File: src/sv/bol_pkg.sv
// Package with the shared types and constants of the bounded ordered list.
package bol_pkg;

    localparam int DEPTH_DEF      = 16;
    localparam int DATA_WIDTH_DEF = 32;
    localparam int OP_W           = 3;
    localparam int POS_W          = 5;
    localparam int WORD_W         = 32;

    typedef enum logic [OP_W-1:0] {
        OP_INSERT  = 3'd0,
        OP_REMOVE  = 3'd1,
        OP_SEARCH  = 3'd2,
        OP_SELECT  = 3'd3,
        OP_REPLACE = 3'd4
    } op_code_t;

    typedef enum logic [2:0] {
        CELL_HOLD   = 3'd0,
        CELL_INSERT = 3'd1,
        CELL_REMOVE = 3'd2,
        CELL_WRITE  = 3'd3,
        CELL_ROTATE = 3'd4
    } cell_op_t;

    typedef struct packed {
        cell_op_t op;
        logic     head_is_left;
    } cell_cmd_t;

    typedef enum logic [1:0] {
        ST_IDLE = 2'b01,
        ST_SCAN = 2'b10
    } ctrl_state_t;

endpackage

File: src/sv/bounded_ordered_list.sv
// Top level of the bounded ordered list: controller and a chain of DEPTH entry cells.
//
//   Channel  Direction  Handshake           Payload
//   s_       in         s_valid / s_ready   s_operation, s_position, s_data_word
//   m_       out        m_valid / m_ready   m_ok, m_found_position, m_read_word, m_entry_count
//
// Insert, remove, replace and unknown codes need no scan: every cell shifts or writes at once.
// Search and select scan first: the chain rotates one full turn past cell 0, where the
// single comparator and read tap sit, and the result is registered at the end of the turn.
// The result lands in an output register; a new item is taken once no scan runs and that register is
// free or being emptied. Reset (aresetn low, synchronous) empties the list and the output.
module bounded_ordered_list import bol_pkg::*; #(
    parameter int DEPTH      = DEPTH_DEF,
    parameter int DATA_WIDTH = DATA_WIDTH_DEF
) (
    input  logic              aclk,
    input  logic              aresetn,
    input  logic              s_valid,
    output logic              s_ready,
    input  logic [OP_W-1:0]   s_operation,
    input  logic [POS_W-1:0]  s_position,
    input  logic [WORD_W-1:0] s_data_word,
    output logic              m_valid,
    input  logic              m_ready,
    output logic              m_ok,
    output logic [POS_W-1:0]  m_found_position,
    output logic [WORD_W-1:0] m_read_word,
    output logic [POS_W-1:0]  m_entry_count
);

    localparam int IDX_W = $clog2(DEPTH);

    cell_cmd_t             cell_cmd;
    cell_cmd_t             head_cmd;
    logic [IDX_W-1:0]      cell_pos;
    logic [DATA_WIDTH-1:0] cell_word;
    logic [DATA_WIDTH-1:0] chain_word [DEPTH];

    always_comb begin
        head_cmd              = cell_cmd;
        head_cmd.head_is_left = 1'b0;
    end

    bol_ctrl #(
        .DEPTH      (DEPTH),
        .DATA_WIDTH (DATA_WIDTH),
        .IDX_W      (IDX_W)
    ) u_ctrl (
        .aclk             (aclk),
        .aresetn          (aresetn),
        .s_valid          (s_valid),
        .s_ready          (s_ready),
        .s_operation      (s_operation),
        .s_position       (s_position),
        .s_data_word      (s_data_word),
        .m_valid          (m_valid),
        .m_ready          (m_ready),
        .m_ok             (m_ok),
        .m_found_position (m_found_position),
        .m_read_word      (m_read_word),
        .m_entry_count    (m_entry_count),
        .head_word        (chain_word[0]),
        .cell_cmd         (cell_cmd),
        .cell_pos         (cell_pos),
        .cell_word        (cell_word)
    );

    for (genvar i = 0; i < DEPTH; i++) begin : g_cell
        bol_cell #(
            .DATA_WIDTH (DATA_WIDTH),
            .IDX_W      (IDX_W),
            .INDEX      (i)
        ) u_cell (
            .aclk       (aclk),
            .cmd        ((i == 0) ? head_cmd : cell_cmd),
            .cmd_pos    (cell_pos),
            .cmd_word   (cell_word),
            .left_word  (chain_word[(i == 0) ? 0 : i - 1]),
            .right_word (chain_word[(i == DEPTH - 1) ? 0 : i + 1]),
            .entry_word (chain_word[i])
        );
    end

endmodule

File: src/sv/bol_cell.sv
// One storage cell of the list chain: holds one entry and trades it with its neighbors.
module bol_cell import bol_pkg::*; #(
    parameter int DATA_WIDTH = DATA_WIDTH_DEF,
    parameter int IDX_W      = $clog2(DEPTH_DEF),
    parameter int INDEX      = 0
) (
    input  logic                  aclk,
    input  cell_cmd_t             cmd,
    input  logic [IDX_W-1:0]      cmd_pos,
    input  logic [DATA_WIDTH-1:0] cmd_word,
    input  logic [DATA_WIDTH-1:0] left_word,
    input  logic [DATA_WIDTH-1:0] right_word,
    output logic [DATA_WIDTH-1:0] entry_word
);

    localparam logic [IDX_W-1:0] MY_IDX = IDX_W'(INDEX);

    logic [DATA_WIDTH-1:0] entry_reg;
    logic [DATA_WIDTH-1:0] entry_next;
    logic [DATA_WIDTH-1:0] upper_word;

    // The first cell has no left neighbor; it never takes one on insert.
    assign upper_word = cmd.head_is_left ? left_word : cmd_word;

    always_comb begin
        entry_next = entry_reg;
        case (cmd.op)
            CELL_INSERT: begin
                if (MY_IDX > cmd_pos) begin
                    entry_next = upper_word;
                end else if (MY_IDX == cmd_pos) begin
                    entry_next = cmd_word;
                end
            end
            CELL_REMOVE: begin
                if (MY_IDX >= cmd_pos) begin
                    entry_next = right_word;
                end
            end
            CELL_WRITE: begin
                if (MY_IDX == cmd_pos) begin
                    entry_next = cmd_word;
                end
            end
            CELL_ROTATE: begin
                entry_next = right_word;
            end
            default: begin
                entry_next = entry_reg;
            end
        endcase
    end

    always_ff @(posedge aclk) begin
        entry_reg <= entry_next;
    end

    assign entry_word = entry_reg;

endmodule

File: src/sv/bol_ctrl.sv
// Controller of the list: handshakes, entry count, chain commands, scan and result register.
module bol_ctrl import bol_pkg::*; #(
    parameter int DEPTH      = DEPTH_DEF,
    parameter int DATA_WIDTH = DATA_WIDTH_DEF,
    parameter int IDX_W      = $clog2(DEPTH)
) (
    input  logic                  aclk,
    input  logic                  aresetn,
    input  logic                  s_valid,
    output logic                  s_ready,
    input  logic [OP_W-1:0]       s_operation,
    input  logic [POS_W-1:0]      s_position,
    input  logic [WORD_W-1:0]     s_data_word,
    output logic                  m_valid,
    input  logic                  m_ready,
    output logic                  m_ok,
    output logic [POS_W-1:0]      m_found_position,
    output logic [WORD_W-1:0]     m_read_word,
    output logic [POS_W-1:0]      m_entry_count,
    input  logic [DATA_WIDTH-1:0] head_word,
    output cell_cmd_t             cell_cmd,
    output logic [IDX_W-1:0]      cell_pos,
    output logic [DATA_WIDTH-1:0] cell_word
);

    localparam int CNT_W = $clog2(DEPTH + 1);
    localparam int CMP_W = (CNT_W > POS_W) ? CNT_W : POS_W;
    localparam logic [IDX_W-1:0] LAST_IDX = IDX_W'(DEPTH - 1);

    ctrl_state_t           state_reg, state_next;
    logic [CNT_W-1:0]      count_reg, count_next;
    logic [IDX_W-1:0]      scan_idx_reg, scan_idx_next;
    logic                  scan_search_reg, scan_search_next;
    logic [DATA_WIDTH-1:0] scan_word_reg, scan_word_next;
    logic [IDX_W-1:0]      scan_target_reg, scan_target_next;
    logic                  scan_empty_reg, scan_empty_next;
    logic                  found_reg, found_next;
    logic [CNT_W-1:0]      found_pos_reg, found_pos_next;
    logic [DATA_WIDTH-1:0] sel_word_reg, sel_word_next;
    logic                  m_valid_reg, m_valid_next;
    logic                  m_ok_reg, m_ok_next;
    logic [POS_W-1:0]      m_found_reg, m_found_next;
    logic [WORD_W-1:0]     m_read_reg, m_read_next;
    logic [POS_W-1:0]      m_count_reg, m_count_next;

    logic                  accept;
    logic                  load_out;
    logic                  out_ok;
    logic [CNT_W-1:0]      out_found;
    logic [DATA_WIDTH-1:0] out_read;
    logic [CMP_W-1:0]      pos_ext;
    logic [CMP_W-1:0]      cnt_ext;
    logic                  pos_in_range;
    logic [DATA_WIDTH-1:0] in_word;
    logic [CNT_W-1:0]      scan_idx_ext;
    op_code_t              op;

    assign s_ready      = (state_reg == ST_IDLE) && (!m_valid_reg || m_ready);
    assign accept       = s_valid && s_ready;
    assign op           = op_code_t'(s_operation);
    assign pos_ext      = CMP_W'(s_position);
    assign cnt_ext      = CMP_W'(count_reg);
    assign pos_in_range = pos_ext < cnt_ext;
    assign in_word      = DATA_WIDTH'(s_data_word);
    assign scan_idx_ext = CNT_W'(scan_idx_reg);

    always_comb begin
        state_next       = state_reg;
        count_next       = count_reg;
        scan_idx_next    = scan_idx_reg;
        scan_search_next = scan_search_reg;
        scan_word_next   = scan_word_reg;
        scan_target_next = scan_target_reg;
        scan_empty_next  = scan_empty_reg;
        found_next       = found_reg;
        found_pos_next   = found_pos_reg;
        sel_word_next    = sel_word_reg;
        cell_cmd.op           = CELL_HOLD;
        cell_cmd.head_is_left = 1'b1;
        cell_pos         = IDX_W'(s_position);
        cell_word        = in_word;
        load_out         = 1'b0;
        out_ok           = 1'b0;
        out_found        = '0;
        out_read         = '0;

        case (state_reg)
            ST_IDLE: begin
                if (accept) begin
                    case (op)
                        OP_INSERT: begin
                            load_out = 1'b1;
                            if ((cnt_ext < CMP_W'(DEPTH)) && (pos_ext <= cnt_ext)) begin
                                out_ok      = 1'b1;
                                cell_cmd.op = CELL_INSERT;
                                count_next  = count_reg + 1'b1;
                            end
                        end
                        OP_REMOVE: begin
                            load_out = 1'b1;
                            if (pos_in_range) begin
                                out_ok      = 1'b1;
                                cell_cmd.op = CELL_REMOVE;
                                count_next  = count_reg - 1'b1;
                            end
                        end
                        OP_REPLACE: begin
                            load_out = 1'b1;
                            if (pos_in_range) begin
                                out_ok      = 1'b1;
                                cell_cmd.op = CELL_WRITE;
                            end
                        end
                        OP_SEARCH, OP_SELECT: begin
                            state_next       = ST_SCAN;
                            scan_idx_next    = '0;
                            scan_search_next = (op == OP_SEARCH);
                            scan_word_next   = in_word;
                            scan_target_next = pos_in_range ? IDX_W'(s_position)
                                                            : IDX_W'(count_reg - 1'b1);
                            scan_empty_next  = (count_reg == '0);
                            found_next       = 1'b0;
                            found_pos_next   = count_reg;
                            sel_word_next    = '0;
                        end
                        default: begin
                            load_out = 1'b1;
                        end
                    endcase
                end
            end
            ST_SCAN: begin
                // The chain turns once; cell 0 shows the entry at scan_idx_reg.
                cell_cmd.op   = CELL_ROTATE;
                scan_idx_next = scan_idx_reg + 1'b1;
                if (scan_search_reg && !found_reg && (scan_idx_ext < count_reg)
                        && (head_word == scan_word_reg)) begin
                    found_next     = 1'b1;
                    found_pos_next = scan_idx_ext;
                end
                if (!scan_search_reg && !scan_empty_reg
                        && (scan_idx_reg == scan_target_reg)) begin
                    sel_word_next = head_word;
                end
                if (scan_idx_reg == LAST_IDX) begin
                    state_next = ST_IDLE;
                    load_out   = 1'b1;
                    out_ok     = 1'b1;
                    out_found  = scan_search_reg ? found_pos_next : '0;
                    out_read   = scan_search_reg ? '0 : sel_word_next;
                end
            end
            default: begin
                state_next = ST_IDLE;
            end
        endcase
    end

    always_comb begin
        m_valid_next = m_valid_reg;
        m_ok_next    = m_ok_reg;
        m_found_next = m_found_reg;
        m_read_next  = m_read_reg;
        m_count_next = m_count_reg;
        if (load_out) begin
            m_valid_next = 1'b1;
            m_ok_next    = out_ok;
            m_found_next = POS_W'(out_found);
            m_read_next  = WORD_W'(out_read);
            m_count_next = POS_W'(count_next);
        end else if (m_ready) begin
            m_valid_next = 1'b0;
        end
    end

    always_ff @(posedge aclk) begin
        if (!aresetn) begin
            state_reg   <= ST_IDLE;
            count_reg   <= '0;
            m_valid_reg <= 1'b0;
        end else begin
            state_reg   <= state_next;
            count_reg   <= count_next;
            m_valid_reg <= m_valid_next;
        end
    end

    always_ff @(posedge aclk) begin
        scan_idx_reg    <= scan_idx_next;
        scan_search_reg <= scan_search_next;
        scan_word_reg   <= scan_word_next;
        scan_target_reg <= scan_target_next;
        scan_empty_reg  <= scan_empty_next;
        found_reg       <= found_next;
        found_pos_reg   <= found_pos_next;
        sel_word_reg    <= sel_word_next;
        m_ok_reg        <= m_ok_next;
        m_found_reg     <= m_found_next;
        m_read_reg      <= m_read_next;
        m_count_reg     <= m_count_next;
    end

    assign m_valid          = m_valid_reg;
    assign m_ok             = m_ok_reg;
    assign m_found_position = m_found_reg;
    assign m_read_word      = m_read_reg;
    assign m_entry_count    = m_count_reg;

endmodule

File: config.mk
export PLATFORM = sky130hd
export DESIGN_NAME = bounded_ordered_list
export DESIGN_NICKNAME = d
export VERILOG_FILES = /design/src/sv/bol_pkg.sv /design/src/sv/bounded_ordered_list.sv /design/src/sv/bol_cell.sv /design/src/sv/bol_ctrl.sv
export SDC_FILE = /design/constraint.sdc
export NUM_CORES = 2
export LEC_CHECK = 0
export ABC_CLOCK_PERIOD_IN_PS = 6100
export BUFFER_PORTS_ARGS = -buffer_cell sky130_fd_sc_hd__buf_2
export CAP_MARGIN = 10
export CELL_PAD_IN_SITES_DETAIL_PLACEMENT = 0
export CELL_PAD_IN_SITES_GLOBAL_PLACEMENT = 1
export CORE_MARGIN = 2
export CORE_UTILIZATION = 40
export CTS_BUF_LIST = sky130_fd_sc_hd__clkbuf_4
export DETAILED_ROUTE_END_ITERATION = 8
export GPL_TIMING_DRIVEN = 1
export HOLD_SLACK_MARGIN = 0.02
export PLACE_DENSITY = 0.72
export REMOVE_ABC_BUFFERS = 1
export SLEW_MARGIN = 40
export SYNTH_ARGS = -nofsm -noshare
export SYNTH_HDL_FRONTEND = slang
export SYNTH_SLANG_ARGS = --single-unit
File: constraint.sdc
create_clock -name aclk -period 6.1 [get_ports aclk]
set_clock_uncertainty 0.15 [all_clocks]
set_input_delay 0.305 -clock aclk [delete_from_list [all_inputs] [get_ports aclk]]
set_output_delay 0.305 -clock aclk [all_outputs]
set_load 0.02 [all_outputs]
# Word level (Yosys, flattened, before mapping)
# Cells that the tools add are included.
[totals] input_bits=44 ramBits=0 n_memories=0 reg_bits=643 latchBits=0 rom_bits=0
[classes] addsub=3 n_lt_le_gt_ge=36 n_bitwise=2 muxes=106 shift=0 reduce_logical=43 n_eq_ne=48 multipliers=0 div_mod_pow=0
[op_table] op="32-bit case mux with 4 select lines" n=16
[op_table] op="32-bit 2-to-1 mux" n=51
[op_table] op="32-bit case mux with 2 select lines" n=1
[op_table] op="2-bit by 1-bit != test with 1-bit output, second input constant" n=19
[op_table] op="5-bit 2-to-1 mux" n=7
[op_table] op="32-bit == test" n=1
[op_table] op="4-bit == test, first input constant" n=8
[op_table] op="4-bit greater-or-equal comparator, first input constant" n=8
[op_table] op="4-bit greater-than comparator, first input constant" n=8
[op_table] op="2-bit AND reduction" n=16
[op_table] op="5-bit case mux with 2 select lines" n=2
[op_table] op="3-bit by 4-bit == test with 1-bit output, first input constant" n=4
[op_table] op="3-bit by 4-bit greater-or-equal comparator with 1-bit output, first input constant" n=4
[op_table] op="3-bit by 4-bit greater-than comparator with 1-bit output, first input constant" n=4
[op_table] op="3-bit by 2-bit == test with 1-bit output, second input constant" n=4
[op_table] op="1-bit 2-to-1 mux" n=12
[op_table] op="4-bit 2-to-1 mux" n=3
[op_table] op="3-bit AND reduction" n=4
[op_table] op="2-bit 2-to-1 mux" n=5
[op_table] op="3-bit case mux with 3 select lines" n=1
[op_table] op="2-bit by 4-bit == test with 1-bit output, first input constant" n=2
[op_table] op="1-bit by 4-bit greater-or-equal comparator with 1-bit output, first input constant" n=2
[op_table] op="2-bit by 4-bit greater-or-equal comparator with 1-bit output, first input constant" n=2
[op_table] op="1-bit by 4-bit greater-than comparator with 1-bit output, first input constant" n=2
[op_table] op="other kinds (33)" n=52

# Logic depth before layout (Yosys ltp)
[logic_depth] ltp_word=9 depth_mapped=14 depth_no_buf=8

# Cells and area by module
# Synthesis repeated with hierarchy kept, for this count alone.
[unflattened] hier_cells=4773 area_unflattened_um2=48811.8
[by_module_without_submodules] mod="bol_ctrl" n_inst=1 seq_area_each_um2=3853.7 cells_per_inst=499 area_per_inst_um2=6203.4
[by_module_without_submodules] mod="bol_cell (g_cell[6].u_cell)" n_inst=1 seq_area_each_um2=960.9 cells_per_inst=427 area_per_inst_um2=4017.6
[by_module_without_submodules] mod="bol_cell (g_cell[9].u_cell)" n_inst=1 seq_area_each_um2=960.9 cells_per_inst=410 area_per_inst_um2=3258.1
[by_module_without_submodules] mod="bol_cell (g_cell[13].u_cell)" n_inst=1 seq_area_each_um2=960.9 cells_per_inst=372 area_per_inst_um2=3062.9
[by_module_without_submodules] mod="bol_cell (g_cell[5].u_cell)" n_inst=1 seq_area_each_um2=960.9 cells_per_inst=331 area_per_inst_um2=2885.3
[by_module_without_submodules] mod="bol_cell (g_cell[7].u_cell)" n_inst=1 seq_area_each_um2=960.9 cells_per_inst=348 area_per_inst_um2=2847.7
[by_module_without_submodules] mod="bol_cell (g_cell[3].u_cell)" n_inst=1 seq_area_each_um2=960.9 cells_per_inst=263 area_per_inst_um2=2705.1
[by_module_without_submodules] mod="bol_cell (g_cell[11].u_cell)" n_inst=1 seq_area_each_um2=960.9 cells_per_inst=225 area_per_inst_um2=2553.7
[by_module_without_submodules] mod="bol_cell (g_cell[1].u_cell)" n_inst=1 seq_area_each_um2=960.9 cells_per_inst=262 area_per_inst_um2=2548.7
[by_module_without_submodules] mod="bol_cell (g_cell[2].u_cell)" n_inst=1 seq_area_each_um2=960.9 cells_per_inst=331 area_per_inst_um2=2499.9
[by_module_without_submodules] mod="bol_cell (g_cell[10].u_cell)" n_inst=1 seq_area_each_um2=960.9 cells_per_inst=193 area_per_inst_um2=2492.4
[by_module_without_submodules] mod="bol_cell (g_cell[8].u_cell)" n_inst=1 seq_area_each_um2=960.9 cells_per_inst=191 area_per_inst_um2=2464.9
[by_module_without_submodules] mod="bol_cell (g_cell[4].u_cell)" n_inst=1 seq_area_each_um2=960.9 cells_per_inst=205 area_per_inst_um2=2451.1
[by_module_without_submodules] mod="bol_cell (g_cell[12].u_cell)" n_inst=1 seq_area_each_um2=960.9 cells_per_inst=194 area_per_inst_um2=2439.8
[by_module_without_submodules] mod="+4 rows"

# Least setup slack after synthesis
# OpenSTA, ideal clock, no wires.
[synth_timing] path_type="flip-flop to flip-flop" startpoint="reg u_ctrl.count_reg[4] (netlist: u_ctrl.cnt_ext[4])" endpoint="reg g_cell[7].u_cell.entry_reg[0] (enable)" path_stages_with_launch=12 arrival_time_ns=4.589 setup_slack_ns=0.896 n_path_buf=3 setup_ns=0.466 cell_sequence="dfxtp_1 -> clkbuf_1 -> inv_1 -> ha_1 -> and3_1 -> and3_1 -> nand4_1 -> nand2_1 -> clkbuf_1 -> buf_1 -> nor2_1 -> o21ai_0"
[synth_between] elab_chain_len=9 elab_cells_between_ends=17 cone_classes="3 x order compare; 5 x eq/ne; 6 x mux; 3 x reduce/logical"
[synth_lines] item="start: declaration" line_no="bol_ctrl.sv:31" source="logic [CNT_W-1:0] count_reg, count_next;"
[synth_lines] item="start signal: assignment" line_no="bol_ctrl.sv:183" source="count_reg <= count_next;"
[synth_lines] item="5-bit less-than comparator or 5-bit <= comparator (tied branches)" line_no="bol_ctrl.sv:93" source="if ((cnt_ext < CMP_W'(DEPTH)) && (pos_ext <= cnt_ext)) begin"
[synth_lines] item="1-bit logical AND" line_no="bol_ctrl.sv:93"
[synth_lines] item="1-bit 2-to-1 mux" line_no="bol_ctrl.sv:93"
[synth_lines] item="3-bit case mux with 3 select lines (*)" line_no="bol_ctrl.sv:90" source="case (op)"
[synth_lines] item="3-bit 2-to-1 mux (*)" line_no="bol_ctrl.sv:89" source="if (accept) begin"
[synth_lines] item="3-bit case mux with 2 select lines (*)" line_no="bol_ctrl.sv:87" source="case (state_reg)"
[synth_lines] item="3-bit by 2-bit == test with 1-bit output (tied with other cells)" line_no="bol_cell.sv:27" source="case (cmd.op)"
[synth_lines] item="2-bit by 1-bit != test with 1-bit output (no source line) or 4-bit nonzero test (tied branches)"
[synth_lines] item="2-bit AND reduction (no source line) (*)"
[synth_lines] item="end signal: assignment" line_no="bol_cell.sv:55" source="entry_reg <= entry_next;"
[synth_lines] item="end: declaration" line_no="bol_cell.sv:18" source="logic [DATA_WIDTH-1:0] entry_reg;"
# Every way passes the cells marked *; elsewhere a longest branch is shown, timed or not.
# A chain may end at the register's enable or synchronous reset.

# Worst setup path after layout
[layout_timing] startpoint="reg u_ctrl.count_reg[4] (netlist: u_ctrl.cnt_ext[4])" endpoint="reg g_cell[8].u_cell.entry_reg[18] (enable)"
[layout_between] elab_chain_len=9 elab_cells_between_ends=17 cone_classes="3 x order compare; 5 x eq/ne; 6 x mux; 3 x reduce/logical"
[layout_lines] item="5-bit less-than comparator or 5-bit <= comparator (tied branches)" line_no="bol_ctrl.sv:93"
[layout_lines] item="1-bit logical AND" line_no="bol_ctrl.sv:93"
[layout_lines] item="1-bit 2-to-1 mux" line_no="bol_ctrl.sv:93"
[layout_lines] item="3-bit case mux with 3 select lines (*)" line_no="bol_ctrl.sv:90"
[layout_lines] item="3-bit 2-to-1 mux (*)" line_no="bol_ctrl.sv:89"
[layout_lines] item="3-bit case mux with 2 select lines (*)" line_no="bol_ctrl.sv:87"
[layout_lines] item="3-bit by 2-bit == test with 1-bit output (tied with other cells)" line_no="bol_cell.sv:27"
[layout_lines] item="2-bit by 1-bit != test with 1-bit output (no source line) or 4-bit nonzero test (tied branches)"
[layout_lines] item="2-bit AND reduction (no source line) (*)"
[layout_lines] item="end signal: assignment" line_no="bol_cell.sv:55"
[layout_lines] item="end: declaration" line_no="bol_cell.sv:18"
# Marks and branches as above.

==> key figures <==
Cells and area
  • P&R area growth vs syn: 11.80%
  • Nets: 4319
  • Layout Utilization: 0.4494
  • Finished Layout Cells: roughly 5800
  • Layout cells sized above 1: 0.1337
  • Fillers: around 10000
  • Max reg flops: around 510

Synthesis
  • Synth Flop Type: edfxtp_1
  • Mean post-synth cell area: between 9 and 10 µm²
  • Netlist Area Pre-Place: around 41000 µm²
  • Synth warn: 0
  • Multiplexer share of the synthesized area: 0.1325
  • Post-synthesis sequential area ratio: 0.4636
  • Largest family of logic cells by synthesized area: compound AO/OA/AOI/OAI gates
  • Synth cell count leaders: 635 x edfxtp_1, 602 x nand2_1, 583 x nor2_1
  • Post-synth EDFFs: between 600 and 700
  • Yosys cell types: 56
  • Count leader, synth: edfxtp_1
  • Post-synthesis instance total: around 4300
  • Share of the synthesized area in the top cell type: 0.4597
  • Compound-Gate Fraction of Synth Area: 0.2073
  • Adder-cell share of the synthesized area: 0.004223
  • Post-synthesis simple-gate area fraction: 0.1352
  • Asr flop ratio synth: 0
  • Largest area contributor in the netlist: edfxtp_1
  • Synth area leaders: edfxtp_1 46%, mux2i_1 13%, a221o_1 11%
  • Flip-flop and latch count after synthesis: 643
  • Xor/xnor share of the synthesized area: 0.009743

Setup path
  • CP Max Fanout: 26
  • Critical path class: reg2reg
  • Worst reg2reg path depth: 10
  • Worst setup EP type: register
  • RR Startpoint: u_ctrl.cnt_ext[4]
  • Critical path launch point: u_ctrl.cnt_ext[4]
  • Crit path arrival time: 4.99 ns
  • RR Endpoint: g_cell[8].u_cell.entry_word[18]
  • CP Launch Type: register
  • Critical Path RT: 6.65 ns
  • Reg2reg setup slack: around 1.7 ns

Routing
  • Detailed router's first-iteration violation count: roughly 3700
  • Vias per cell: between 6 and 7
  • Initial DRT Pass Iterations: 6
  • Via count: 35750
  • Post-route DRC: 0
  • Routed WL: around 140 mm
  • Antenna Nets Post-Route: 0
  • Wire length per cell: ~25 µm

Floorplanning
  • Die height: approximately 330 µm
  • Starting Density: 0.4019
  • Num rows: 118
  • Core Area: 103200 µm²
  • Ports: between 80 and 90
  • Die width: 326.0 µm
  • Full die area: about 110000 µm²

Clocking
  • Clk sink count: roughly 640
  • Maximum root-to-sink buffer count: 3
  • Clk_lat worst skew: about 1.2 ns
  • CTS tree: done
  • CTS Buf Count: between 150 and 200
  • Post-CTS Setup Repair Bufs: 0
  • H-tree level count: 4
  • Clk slew on worst S/H paths: roughly 0.07 ns
  • Root buffer cell: clkbuf_4

Run
  • Maxcap violations: 0

Hold path
  • Hold crit path type: in2reg
  • Hold_sp: m_ready
  • Hold Path Depth: 5
  • Hold Path End: u_ctrl.m_valid

Timing
  • Post-Route Setup TNS: 0 ns
  • Final Cycle Share: 0.7285
  • Unrepaired setup endpoints after global routing: no
  • Peak Freq: 225.0 MHz
  • Max-slew headroom: 0.4358
  • Fin crit period: around 4.4 ns
  • Fin. Hold Viols: 0
  • Actual slew at the worst max-slew pin: 0.8431 ns
  • Post-route setup slack: ~1.7 ns
  • Max-slew violations: 0
  • Final setup viols: 0

Global routing
  • Remaining Overflow, GRT: 0
  • Largest net degree at the start of global routing: between 100 and 150
  • GRT Overall Usage: 0.2614
  • Initial antenna violation count: 3
  • First-pass GRT wire length: between 200 and 250 mm
  • Vias in the first global route: between 30000 and 40000

Power
  • Pleak: approximately 0.017 µW
  • Pwr per Cell Area: between 300 and 400 nW/µm²
  • Total power: roughly 15000 µW
  • Worst vdd ir: between 0.1 and 0.15 mV

Place
  • Placed insts: 5397
  • Gpl congestion: 0.8588
  • I/O Buffers: 88
  • Detailed placer's ending HPWL: about 89 mm
  • Dpl ws: about 1.4 ns

Outcome
  • Status: complete, no violations
-- power by group --
group	total, µW	switching [µW]	leakage, µW	internal [µW]
registers	6610	589	0.00588	6020
clock network	4280	2090	0.00142	2190
logic	4240	2590	0.0101	1650
-- cells in the final DEF (no fill, tap or decap), types with 14 or more instances in the layout --
cell type        n
a21o_1          37
a21oi_1        181
a221o_1        448
a221oi_2        30
a31oi_1         37
and3_1          39
buf_12          14
buf_2           86
buf_4           88
clkbuf_4       267
clkinv_1        39
dlygate4sd3_1   56
edfxtp_1       635
mux2i_1        549
nand2_1        594
nand3_1         73
nor2_1         569
nor3_1          35
o21ai_0        393
o21ai_4         18
xor2_1          33
-- metal layers --
metal	vias to the layer above	GRT usage	wire length (µm)
li1	16200	-	-
met1	17840	0.3500	61410
met2	1383	0.4231	67820
met3	318	0.03830	9029
met4	2	0.1095	4902
met5	-	0	13
-- stage by stage --
| step | hold WS (ns) | area (µm²) |
|---|---|---|
| after floorplan | 0.2439 | 39560 |
| after global placement | 0.3275 | 43070 |
| after detailed placement | 0.3233 | 43310 |
| after CTS | 0.03561 | 46270 |
| after global routing | 0.05754 | 46380 |
| final | 0.1314 | 46380 |
-- timing repair --
action / CTS / global route
gates resized for setup: 0 / 0
hold buffers: 56 / 0
hold endpoints to repair: 545 / 0
-- kinds of logic after synthesis --
logic type	Yosys count
flops	643
mux	549
simple gates	1387
fa+ha+maj	14
buf+inv	469
xor+xnor	44
compound gates	1165
-- worst max-delay path: stages, from the launching register on --
cell and delay [ns]:
dfxtp_1 0.51, inv_1 0.19, ha_1 0.37, and3_1 0.21, and3_1 0.24, nand4_1 0.23
nand2_2 0.53, buf_4 0.47, a21oi_1 0.13, o21ai_4 0.44, buf_4 0.51
-- worst max-delay path by stage --
stage                                            to  slack [ns]
finish              g_cell[8].u_cell.entry_word[18]        1.66
global route        g_cell[8].u_cell.entry_word[14]        1.43
CTS                  g_cell[6].u_cell.entry_word[9]        1.48
detailed placement  g_cell[6].u_cell.entry_word[21]        1.44
global placement    g_cell[6].u_cell.entry_word[24]        1.51
floorplan            g_cell[0].u_cell.entry_word[0]      -12.59
-- layout make-up --
class | count | area [µm²] | share of cell area
flip-flops and latches | 643 | 19230 | 0.4146
inverters | 13 | 48.80 | 0.001052
multi-input cells | 3159 | 20720 | 0.4467
clock buffers | 267 | 2004 | 0.04322
clock inverters | 60 | 389.1 | 0.008391
repair buffers | 263 | 2243 | 0.04837
diodes | 7 | 17.52 | 0.0003777
well taps | 1380 | 1727 | 0.03723
(Power assumes the default switching activity.)
